## config.mk

```make
export PLATFORM = sky130hd
export DESIGN_NAME = clipped_disc_span_generator
export DESIGN_NICKNAME = d
export VERILOG_FILES = /design/src/rtl/cdsg_pkg.sv /design/src/rtl/cdsg_ctrl.sv /design/src/rtl/cdsg_datapath.sv /design/src/rtl/clipped_disc_span_generator.sv
export SDC_FILE = /design/constraint.sdc
export NUM_CORES = 1
export LEC_CHECK = 0
export BUFFER_PORTS_ARGS = -buffer_cell sky130_fd_sc_hd__buf_2
export CORE_ASPECT_RATIO = 1.5
export CORE_MARGIN = 4
export CORE_UTILIZATION = 40
export DETAILED_ROUTE_END_ITERATION = 6
export MAX_ROUTING_LAYER = met4
export PLACE_DENSITY = 0.63
export SETUP_SLACK_MARGIN = 0.15
export SKIP_CTS_REPAIR_TIMING = 1
export SLEW_MARGIN = 20
export SYNTH_ARGS = -nofsm -noshare
export SYNTH_HDL_FRONTEND = slang
export SYNTH_SLANG_ARGS = --single-unit
export TNS_END_PERCENT = 30
```

## constraint.sdc

```tcl
create_clock -name clk -period 24.8 [get_ports clk]
set_input_delay 4.96 -clock clk [delete_from_list [all_inputs] [get_ports clk]]
set_output_delay 4.96 -clock clk [all_outputs]
set_load 0.01 [all_outputs]
```

## src/rtl/cdsg_pkg.sv

```systemverilog
// Shared types and constants for the clipped disc span generator.
// Used by cdsg_ctrl, cdsg_datapath and clipped_disc_span_generator; no dependencies.

package cdsg_pkg;

    localparam int COORD_BITS_DEF       = 12;
    localparam int RADIUS_INT_BITS_DEF  = 5;
    localparam int RADIUS_FRAC_BITS_DEF = 4;

    // Canvas size registers.
    localparam int                  CFG_BITS     = 13;
    localparam logic [CFG_BITS-1:0] CANVAS_RESET = 13'd1024;

    typedef enum logic {
        REG_CANVAS_WIDTH  = 1'b0,
        REG_CANVAS_HEIGHT = 1'b1
    } cdsg_reg_t;

    typedef enum logic [1:0] {
        ST_IDLE,
        ST_INIT,
        ST_ADJ,
        ST_FLUSH
    } cdsg_state_t;

    // Commands from the controller to the datapath.
    typedef struct packed {
        logic load;
        logic init;
        logic grow;
        logic shrink;
        logic row_take;
        logic flush;
    } cdsg_cmd_t;

    // Status from the datapath to the controller.
    typedef struct packed {
        logic grow_ok;
        logic shrink_ok;
        logic dj_at_end;
        logic span_ok;
        logic hold_valid;
        logic out_free;
    } cdsg_status_t;

endpackage

```

## src/rtl/cdsg_ctrl.sv

```systemverilog
// Sequencer for the clipped disc span generator: accepts a disc, walks its rows
// and steers the half-width search and span output. Depends on cdsg_pkg.

module cdsg_ctrl
    import cdsg_pkg::*;
(
    input  logic         clk,
    input  logic         rst_n,
    input  logic         in_valid,
    output logic         in_ready,
    output cdsg_cmd_t    cmd,
    input  cdsg_status_t st
);

    cdsg_state_t state_reg;
    cdsg_state_t state_next;

    always_ff @(posedge clk or negedge rst_n)
    begin
        if (!rst_n)
        begin
            state_reg <= ST_IDLE;
        end
        else
        begin
            state_reg <= state_next;
        end
    end

    always_comb
    begin
        state_next = state_reg;
        cmd        = '0;
        in_ready   = 1'b0;
        unique case (state_reg)
            ST_IDLE:
            begin
                in_ready = 1'b1;
                if (in_valid)
                begin
                    cmd.load   = 1'b1;
                    state_next = ST_INIT;
                end
            end
            ST_INIT:
            begin
                cmd.init   = 1'b1;
                state_next = ST_ADJ;
            end
            ST_ADJ:
            begin
                // One step of the half-width per cycle until it settles for this row.
                if (st.grow_ok)
                begin
                    cmd.grow = 1'b1;
                end
                else if (st.shrink_ok)
                begin
                    cmd.shrink = 1'b1;
                end
                else if (!(st.span_ok && st.hold_valid && !st.out_free))
                begin
                    cmd.row_take = 1'b1;
                    if (st.dj_at_end)
                    begin
                        state_next = ST_FLUSH;
                    end
                end
            end
            ST_FLUSH:
            begin
                if (!(st.hold_valid && !st.out_free))
                begin
                    cmd.flush  = 1'b1;
                    state_next = ST_IDLE;
                end
            end
            default:
            begin
                state_next = ST_IDLE;
            end
        endcase
    end

`ifndef SYNTHESIS
    // Coverage is a prefix in the half-width, so a grow can never be followed by a shrink.
    a_no_shrink_after_grow: assert property (@(posedge clk) disable iff (!rst_n)
        (state_reg == ST_ADJ && st.grow_ok) |=> !st.shrink_ok)
        else $error("half-width shrank right after growing");

    // The held span is always drained before the next disc is taken.
    a_idle_hold_empty: assert property (@(posedge clk) disable iff (!rst_n)
        (state_reg == ST_IDLE) |-> !st.hold_valid)
        else $error("held span left over in idle");

    // A span is only moved to the output register when that register can take it.
    a_push_when_free: assert property (@(posedge clk) disable iff (!rst_n)
        ((cmd.row_take && st.span_ok && st.hold_valid) || (cmd.flush && st.hold_valid))
        |-> st.out_free)
        else $error("span pushed into a busy output register");
`endif

endmodule

```

## src/rtl/cdsg_datapath.sv

```systemverilog
// Datapath of the clipped disc span generator: disc registers, coverage checks,
// row and column clipping, one-span hold stage and output register. Depends on cdsg_pkg.

module cdsg_datapath
    import cdsg_pkg::*;
#(
    parameter int COORD_BITS       = COORD_BITS_DEF,
    parameter int RADIUS_INT_BITS  = RADIUS_INT_BITS_DEF,
    parameter int RADIUS_FRAC_BITS = RADIUS_FRAC_BITS_DEF
)
(
    input  logic                                      clk,
    input  logic                                      rst_n,
    input  cdsg_cmd_t                                 cmd,
    output cdsg_status_t                              st,
    input  logic [COORD_BITS-1:0]                     center_x,
    input  logic [COORD_BITS-1:0]                     center_y,
    input  logic [RADIUS_INT_BITS+RADIUS_FRAC_BITS-1:0] radius_q4,
    input  logic [CFG_BITS-1:0]                       canvas_width,
    input  logic [CFG_BITS-1:0]                       canvas_height,
    output logic                                      out_valid,
    input  logic                                      out_ready,
    output logic [COORD_BITS-1:0]                     span_row,
    output logic [COORD_BITS-1:0]                     span_x_start,
    output logic [COORD_BITS-1:0]                     span_x_end,
    output logic                                      span_last
);

    localparam int C   = COORD_BITS;
    localparam int RIB = RADIUS_INT_BITS;
    localparam int F   = RADIUS_FRAC_BITS;
    localparam int RB  = RIB + F;
    localparam int TW  = RB + 2;                    // 2*radius + 2^F
    localparam int BW  = 2 * TW;                    // squared bound
    localparam int DW  = 2 * RIB + 3;               // di^2 + dj^2
    localparam int CW  = BW + 1;                    // compare width
    localparam int EW  = ((C > RIB) ? C : RIB) + 2; // signed row and column math
    localparam int LW  = ((C + 1) > CFG_BITS) ? (C + 1) : CFG_BITS;

    // Disc and walk registers.
    logic [C-1:0]        cx_reg;
    logic [C-1:0]        cy_reg;
    logic [RB-1:0]       rq_reg;
    logic [BW-1:0]       bound_reg;
    logic [RIB:0]        w_reg;
    logic signed [RIB:0] dj_reg;

    // Hold stage and output register.
    logic         hold_valid_reg;
    logic         hold_valid_next;
    logic [C-1:0] hold_row_reg;
    logic [C-1:0] hold_xs_reg;
    logic [C-1:0] hold_xe_reg;
    logic         out_valid_reg;
    logic         out_valid_next;
    logic [C-1:0] out_row_reg;
    logic [C-1:0] out_xs_reg;
    logic [C-1:0] out_xe_reg;
    logic         out_last_reg;

    logic         push;
    logic         push_last;
    logic         take_span;

    logic [RIB:0]        r_ext;
    logic [TW-1:0]       twice;
    logic [BW-1:0]       bound_next;
    logic [RIB:0]        dj_abs;
    logic [RIB:0]        w_inc;
    logic [DW-1:0]       dj_sq;
    logic [DW-1:0]       d2_cur;
    logic [DW-1:0]       d2_inc;
    logic                cov_cur;
    logic                cov_inc;

    logic [LW-1:0]       lim_ext;
    logic [LW-1:0]       cw_ext;
    logic [LW-1:0]       ch_ext;
    logic [C:0]          wlim;
    logic [C:0]          hlim;
    logic signed [EW-1:0] wl_s;
    logic signed [EW-1:0] hl_s;
    logic signed [EW-1:0] row_s;
    logic signed [EW-1:0] xs_s;
    logic signed [EW-1:0] xe_s;
    logic signed [EW-1:0] xs_c;
    logic signed [EW-1:0] xe_c;
    logic                 row_ok;
    logic                 span_ok;

    // Radius bound (2*radius + 2^F)^2, registered in the init cycle.
    assign r_ext      = {1'b0, rq_reg[RB-1 -: RIB]};
    assign twice      = {1'b0, rq_reg, 1'b0} + (TW'(1) << F);
    assign bound_next = BW'(twice) * BW'(twice);

    // Coverage at the current half-width and at one more.
    assign dj_abs  = dj_reg[RIB] ? $unsigned(-dj_reg) : $unsigned(dj_reg);
    assign w_inc   = w_reg + 1'b1;
    assign dj_sq   = DW'(dj_abs) * DW'(dj_abs);
    assign d2_cur  = DW'(w_reg) * DW'(w_reg) + dj_sq;
    assign d2_inc  = DW'(w_inc) * DW'(w_inc) + dj_sq;
    assign cov_cur = (CW'(d2_cur) << (2 * F + 2)) <= CW'(bound_reg);
    assign cov_inc = (CW'(d2_inc) << (2 * F + 2)) <= CW'(bound_reg);

    // Canvas sizes beyond the coordinate range saturate at 2^COORD_BITS.
    assign lim_ext = LW'(1) << C;
    assign cw_ext  = LW'(canvas_width);
    assign ch_ext  = LW'(canvas_height);
    assign wlim    = (cw_ext > lim_ext) ? lim_ext[C:0] : cw_ext[C:0];
    assign hlim    = (ch_ext > lim_ext) ? lim_ext[C:0] : ch_ext[C:0];
    assign wl_s    = $signed(EW'(wlim));
    assign hl_s    = $signed(EW'(hlim));

    assign row_s   = $signed(EW'(cy_reg)) + EW'(dj_reg);
    assign xs_s    = $signed(EW'(cx_reg)) - $signed(EW'(w_reg));
    assign xe_s    = $signed(EW'(cx_reg)) + $signed(EW'(w_reg));
    assign xs_c    = xs_s[EW-1] ? '0 : xs_s;
    assign xe_c    = (xe_s >= wl_s) ? (wl_s - EW'(1)) : xe_s;
    assign row_ok  = !row_s[EW-1] && (row_s < hl_s);
    assign span_ok = row_ok && (xs_c <= xe_c);

    assign st.grow_ok    = (w_reg < r_ext) && cov_inc;
    assign st.shrink_ok  = (w_reg != '0) && !cov_cur;
    assign st.dj_at_end  = (dj_reg == $signed(r_ext));
    assign st.span_ok    = span_ok;
    assign st.hold_valid = hold_valid_reg;
    assign st.out_free   = !out_valid_reg || out_ready;

    // A found span waits in the hold stage until the next one shows whether it is the last.
    always_comb
    begin
        take_span       = cmd.row_take && span_ok;
        push            = 1'b0;
        push_last       = 1'b0;
        hold_valid_next = hold_valid_reg;
        if (take_span)
        begin
            push            = hold_valid_reg;
            hold_valid_next = 1'b1;
        end
        if (cmd.flush)
        begin
            push            = hold_valid_reg;
            push_last       = 1'b1;
            hold_valid_next = 1'b0;
        end
        if (push)
        begin
            out_valid_next = 1'b1;
        end
        else if (out_ready)
        begin
            out_valid_next = 1'b0;
        end
        else
        begin
            out_valid_next = out_valid_reg;
        end
    end

    always_ff @(posedge clk or negedge rst_n)
    begin
        if (!rst_n)
        begin
            hold_valid_reg <= 1'b0;
            out_valid_reg  <= 1'b0;
        end
        else
        begin
            hold_valid_reg <= hold_valid_next;
            out_valid_reg  <= out_valid_next;
        end
    end

    always_ff @(posedge clk)
    begin
        if (cmd.load)
        begin
            cx_reg <= center_x;
            cy_reg <= center_y;
            rq_reg <= radius_q4;
        end
        if (cmd.init)
        begin
            bound_reg <= bound_next;
            w_reg     <= '0;
            dj_reg    <= -$signed(r_ext);
        end
        else if (cmd.grow)
        begin
            w_reg <= w_inc;
        end
        else if (cmd.shrink)
        begin
            w_reg <= w_reg - 1'b1;
        end
        else if (cmd.row_take)
        begin
            dj_reg <= dj_reg + $signed((RIB+1)'(1));
        end
        if (take_span)
        begin
            hold_row_reg <= row_s[C-1:0];
            hold_xs_reg  <= xs_c[C-1:0];
            hold_xe_reg  <= xe_c[C-1:0];
        end
        if (push)
        begin
            out_row_reg  <= hold_row_reg;
            out_xs_reg   <= hold_xs_reg;
            out_xe_reg   <= hold_xe_reg;
            out_last_reg <= push_last;
        end
    end

    assign out_valid    = out_valid_reg;
    assign span_row     = out_row_reg;
    assign span_x_start = out_xs_reg;
    assign span_x_end   = out_xe_reg;
    assign span_last    = out_last_reg;

endmodule

```

## src/rtl/clipped_disc_span_generator.sv

```systemverilog
// Top level of the clipped disc span generator: stream ports, canvas size
// registers on the APB port, controller and datapath. Depends on cdsg_pkg.
//
// Usage:
//   Each input item on the s_axis channel is one disc: center column, center row
//   and radius with RADIUS_FRAC_BITS fraction bits. For every canvas row the disc
//   covers, one span item (row, first column, last column) leaves on m_axis, rows
//   ascending; tlast marks the final span of a disc. A disc that covers nothing on
//   the canvas produces no item at all.
//   canvas_width and canvas_height sit at byte addresses 0 and 4 of the APB port.
//   The user must write them only while the block is idle; the block does not enforce this.
// Operation:
//   One disc at a time. The rows are walked in order, and within each row the half-width
//   moves one step per unit of change, using a single pair of coverage comparators.
//   A span reaches the output only once the next span is found, or at the end of the
//   disc, since each span is held until it is known whether it is the last.
// Reset and stalls:
//   Reset returns the sequencer to idle, empties the output and sets both canvas
//   sizes to 1024. A stalled receiver holds the current span item; the search
//   pauses only when a new span must move into the output register. A new disc
//   is accepted as soon as the final span is in the output register.

module clipped_disc_span_generator
    import cdsg_pkg::*;
#(
    parameter int COORD_BITS       = COORD_BITS_DEF,
    parameter int RADIUS_INT_BITS  = RADIUS_INT_BITS_DEF,
    parameter int RADIUS_FRAC_BITS = RADIUS_FRAC_BITS_DEF,
    localparam int RB     = RADIUS_INT_BITS + RADIUS_FRAC_BITS,
    localparam int IN_TW  = ((2 * COORD_BITS + RB + 7) / 8) * 8,
    localparam int OUT_TW = ((3 * COORD_BITS + 7) / 8) * 8
)
(
    input  logic              clk,
    input  logic              rst_n,
    // APB configuration port
    input  logic              psel,
    input  logic              penable,
    input  logic              pwrite,
    input  logic [2:0]        paddr,
    input  logic [31:0]       pwdata,
    output logic [31:0]       prdata,
    output logic              pready,
    // Disc items in
    input  logic              s_axis_tvalid,
    output logic              s_axis_tready,
    input  logic [IN_TW-1:0]  s_axis_tdata,  // center_x, center_y, radius_q4, zero fill
    // Span items out
    output logic              m_axis_tvalid,
    input  logic              m_axis_tready,
    output logic [OUT_TW-1:0] m_axis_tdata,  // span_row, span_x_start, span_x_end, zero fill
    output logic              m_axis_tlast
);

    localparam int C = COORD_BITS;

    logic [CFG_BITS-1:0] canvas_width_reg;
    logic [CFG_BITS-1:0] canvas_width_next;
    logic [CFG_BITS-1:0] canvas_height_reg;
    logic [CFG_BITS-1:0] canvas_height_next;
    logic                cfg_write;
    cdsg_reg_t           cfg_sel;

    cdsg_cmd_t    cmd;
    cdsg_status_t st;

    logic [C-1:0] span_row;
    logic [C-1:0] span_x_start;
    logic [C-1:0] span_x_end;

    assign pready    = 1'b1;
    assign cfg_write = psel && penable && pwrite;
    assign cfg_sel   = cdsg_reg_t'(paddr[2]);

    always_comb
    begin
        canvas_width_next  = canvas_width_reg;
        canvas_height_next = canvas_height_reg;
        prdata             = '0;
        unique case (cfg_sel)
            REG_CANVAS_WIDTH:
            begin
                prdata = 32'(canvas_width_reg);
                if (cfg_write)
                begin
                    canvas_width_next = pwdata[CFG_BITS-1:0];
                end
            end
            REG_CANVAS_HEIGHT:
            begin
                prdata = 32'(canvas_height_reg);
                if (cfg_write)
                begin
                    canvas_height_next = pwdata[CFG_BITS-1:0];
                end
            end
            default:
            begin
                prdata = '0;
            end
        endcase
    end

    always_ff @(posedge clk or negedge rst_n)
    begin
        if (!rst_n)
        begin
            canvas_width_reg  <= CANVAS_RESET;
            canvas_height_reg <= CANVAS_RESET;
        end
        else
        begin
            canvas_width_reg  <= canvas_width_next;
            canvas_height_reg <= canvas_height_next;
        end
    end

    cdsg_ctrl u_ctrl (
        .clk      (clk),
        .rst_n    (rst_n),
        .in_valid (s_axis_tvalid),
        .in_ready (s_axis_tready),
        .cmd      (cmd),
        .st       (st)
    );

    cdsg_datapath #(
        .COORD_BITS       (COORD_BITS),
        .RADIUS_INT_BITS  (RADIUS_INT_BITS),
        .RADIUS_FRAC_BITS (RADIUS_FRAC_BITS)
    ) u_datapath (
        .clk           (clk),
        .rst_n         (rst_n),
        .cmd           (cmd),
        .st            (st),
        .center_x      (s_axis_tdata[C-1:0]),
        .center_y      (s_axis_tdata[2*C-1:C]),
        .radius_q4     (s_axis_tdata[2*C+RB-1:2*C]),
        .canvas_width  (canvas_width_reg),
        .canvas_height (canvas_height_reg),
        .out_valid     (m_axis_tvalid),
        .out_ready     (m_axis_tready),
        .span_row      (span_row),
        .span_x_start  (span_x_start),
        .span_x_end    (span_x_end),
        .span_last     (m_axis_tlast)
    );

    assign m_axis_tdata = OUT_TW'({span_x_end, span_x_start, span_row});

endmodule

```

# Word-level counts from Yosys, hierarchy flattened
# Index checks and enable logic that the tools add are counted.
[word_totals]
output_inout_bits = 76
ff_bits = 170
[classes]
mux = 38
magnitude_cmp = 8
n_bitwise = 1
n_eq_ne = 12
n_reduce_logical = 25
n_mul = 4
addsub = 12
[op_table]
columns = ["operator", "count"]
rows = [
  ["$pmux W32 S2", 1],
  ["$le A23 B22 Y1", 2],
  ["$mux W6", 7],
  ["$mux W13", 3],
  ["$mul A6 B6 Y12", 3],
  ["$add A12 B12 Y13", 2],
  ["$gt A13 B13 Y1 const B", 2],
  ["$mul A11 B11 Y22", 1],
  ["$mux W1", 17],
  ["$add A13 B6 Y14", 1],
  ["$ge A14 B14 Y1", 1],
  ["$le A14 B14 Y1", 1],
  ["$lt A14 B14 Y1", 1],
  ["$mux W14", 1],
  ["$mux W2", 7],
  ["$sub A13 B1 Y14 const B", 1],
  ["$add A12 B6 Y13", 1],
  ["$sub A12 B6 Y13", 1],
  ["$ne A2 B2 Y1 const B", 6],
  ["$add A10 B5 Y11 const B", 1],
  ["$logic_and A1 B1 Y1", 10],
  ["$pmux W2 S4", 1],
  ["$reduce_bool A2 Y1", 4],
  ["$add A6 B1 Y6 const B", 1],
  ["other kinds (18)", 24],
]

# Depth between registers and ports, before layout
[depth]
depth_word = 16
ltp_mapped = 37

# Hierarchy
# From an unflattened synthesis, not the netlist that was laid out.
[unflattened]
cells_unflattened = 1415
area_unflattened_um2 = 14861.8
[modules_own_cells]
columns = ["mod", "cells_per_inst", "area_each_um2", "n_inst"]
rows = [
  ["cdsg_datapath", 1293, 13237.7, 1],
  ["clipped_disc_span_generator", 96, 1377.6, 1],
  ["cdsg_ctrl", 26, 246.5, 1],
]

# Least setup slack after synthesis
# OpenSTA, ideal clock, no wires.
[synth_path]
path_kind = "input-to-output"
startpoint = "input paddr[2]"
endpoint = "output prdata[10]"
arrival_time_ps = 5909
n_path_buf = 2
cell_stages = 3
slack_ps = 13931
path_cell_list = "clkbuf_1 > clkbuf_1 > mux2_2"
[synth_between]
elab_chain_cells = 2
[synth_lines]
columns = ["item", "line", "rtl"]
rows = [
  ["from (decl)", "clipped_disc_span_generator.sv:40", "input logic [2:0] paddr,"],
  ["$not A1 Y1 (no source line)", "-", ""],
  ["$pmux W32 S2 *", "clipped_disc_span_generator.sv:80", "unique case (cfg_sel)"],
  ["to (decl)", "clipped_disc_span_generator.sv:42", "output logic [31:0] prdata,"],
]
# Mark *: on every way between the ends. The rest lies on a longest branch, timed or not. The select of a mux whose other input is x is not followed.

# Worst setup path after layout
[layout_path]
startpoint = "input paddr[2]"
endpoint = "output prdata[2]"
# The elaborated chain is that of the path after synthesis.

==> flow_metrics.tcl <==
set metrics [dict create \
    io_pins 158 \
    max-cap-violations 0 \
    drive_gt1_share_pct 13.1 \
    numCtsBuffers 17 \
    seq_area_frac_synth_pct 32.1 \
    clk_latency_ns 0.46 \
    regToRegStartpoint "u_datapath.dj_reg[0]" \
    cts_tree "built" \
    synth_top_area_share_pct 26.3 \
    antenna_cells 0 \
    clk_pin_slew_worst_paths_ns 0.07 \
    grt_pass1_wl_mm 55.5 \
    fin_nets 1928 \
    synth_cells 1450 \
    largest_reg_flops 19 \
    max_stage_delay_ns 0.40 \
    timing.final.max_slew_violations 0 \
    die-width_um 166 \
    min_from "u_datapath.hold_xe_reg[10]" \
    required_ns 19.84 \
    critPathSlowestCell "mux2_2" \
    dp_slack_ns 14.04 \
    rows 86 \
    synth_edf_count 131 \
    arrival_ns 5.82 \
    busiest_layer "met2" \
    hpwl_mm 28.5 \
    rsz0062_at_grt "no" \
    grt_util_met2_pct 33.0 \
    startpoint "paddr[2]" \
    ant_nets 0 \
    synth_commonest_cells "208 x ha_1, 159 x inv_1, 131 x edfxtp_1" \
    tightest_slew_ns 0.980 \
    critPathKind "input pin to primary output" \
    die_h_um 245 \
    ys_seq_elements 167 \
    initial_core_util_pct 40.7 \
    fin_worst_skew_ns 0.0191 \
    htree_levels 4 \
    synthTopCellsByArea "edfxtp_1 26%, ha_1 17%, fa_1 12%, xnor2_1 5.0%, dfrtp_1 4.7%" \
    dr_total_vias 10700 \
    synth.most_common_cell "ha_1" \
    tns_ns 0 \
    grt_max_degree 38 \
    port_buffers 105 \
    first_global_vias 11100 \
    startpoint_type "input pin" \
    ys.warnings.count 0 \
    min_period_ns 10.78 \
    drcViolationCount 0 \
    hold_viol 0 \
    via_per_inst 5.22 \
    wl_per_cell_um 16.8 \
    place.gp.congestion 0.897 \
    drt_wl_total_mm 34.3 \
    yosys.area.top_type "edfxtp_1" \
    syn-cell-area_um2 15000 \
    overflow 0 \
    cpMostUsedCell "buf_2" \
    min_path_type "register to register" \
    synth_area_per_cell_um2 10.3 \
    antenna_found_initial 0 \
    grt.total_usage_pct 17.6 \
    ys_async_sr_fraction_pct 18.0 \
    finalSetupViolCount 0 \
    die-area_um2 40600 \
    clk_path_buf_depth 2 \
    first_pass_iters 5 \
    area_delta_synth_final_pct 10.5 \
    synthFlopType "edfxtp_1" \
    fin_crit_sh_pct 43.5 \
    root_buffer "clkbuf_16" \
    status "finished, final reports clean" \
    grtUsageMet3_pct 2.80 \
    slew_headroom_pct 34.7 \
    setup_slack_ns 14.02 \
    coreArea_um2 36800 \
    cts_num_sinks 167 \
    crit_fanout 16 \
    fillers 3537 \
    fmax_ghz 0.0928 \
    drtIter0Drc 432 \
    worstSetupEndpointType "primary output" \
    synth_cell_types 70 \
    path_cells "buf_2 -> mux2_2 -> buf_2" \
    gr-usage-met1_pct 17.2 \
]
[layout by cell type (no fill, tap or decap), types with 44 or more instances in the layout]
cell	netlist	routed
o21ai_0	44	44
mux2_2	46	46
inv_1	159	159
nand2_1	94	94
ha_1	208	208
buf_2	0	105
nor2_1	113	113
fa_1	90	90
xnor2_1	86	86
a21oi_1	60	60
edfxtp_1	131	131
[stage by stage]
stage          instances  area (um2)  utilization, %  hold WS [ns]
3_5_place_dp        2013       15900            43.3         0.406
5_1_grt             2045       16500            44.9         0.425
4_1_cts             2045       16500            44.9         0.412
2_1_floorplan       1477       15100               -         0.400
6_report            2045       16500            44.9         0.411
3_3_place_gp        2013       15900            43.3         0.401
[worst paths after layout]
check	end	slack [ns]	depth (start not counted)
setup / recovery	prdata[2]	14.02	3
hold / removal	u_datapath.span_x_end[10]	0.41	0
setup reg to reg	u_datapath.span_x_start[2]	15.28	29
hold reg to reg	u_datapath.span_x_end[10]	0.41	0
max in group asynchronous	canvas_width_reg[3]	19.77	1
min in group asynchronous	u_ctrl.state_reg[1]	4.55	1
[metal layers]
layer,vias to the layer above,routed length [um]
met5,-,0
met4,0,2000
met3,88,1100
met2,238,18600
met1,5159,12600
li1,5181,-
[logic make-up after synthesis]
logic type      count (synthesis)  share of synthesized area [%]
buf+inv                       222                           6.17
xor+xnor                      102                           5.97
simple gates                  393                           13.0
mux                            56                           4.14
compound gates                210                           9.05
other cells                     2                         0.0502
flops                         167                           32.1
fa+ha+maj                     298                           29.4
[critical path: cells and delay by family]
family	cells	cell delay, ns
mux	1	0.40
buf+inv	2	0.45
[final cells by class]
cell class / count / area [um2] / share of cell area, %
clock buffers: 17 / 425 / 2.57
clock inverters: 15 / 160 / 0.969
inverters: 164 / 616 / 3.72
multi-input cells: 1088 / 9350 / 56.6
flip-flops and latches: 167 / 4810 / 29.1
well taps: 484 / 606 / 3.66
repair buffers: 110 / 563 / 3.41
Power is left out: the tool's default activity adds up to more than one toggle a clock period on the data nets, which glitch-free logic cannot reach.
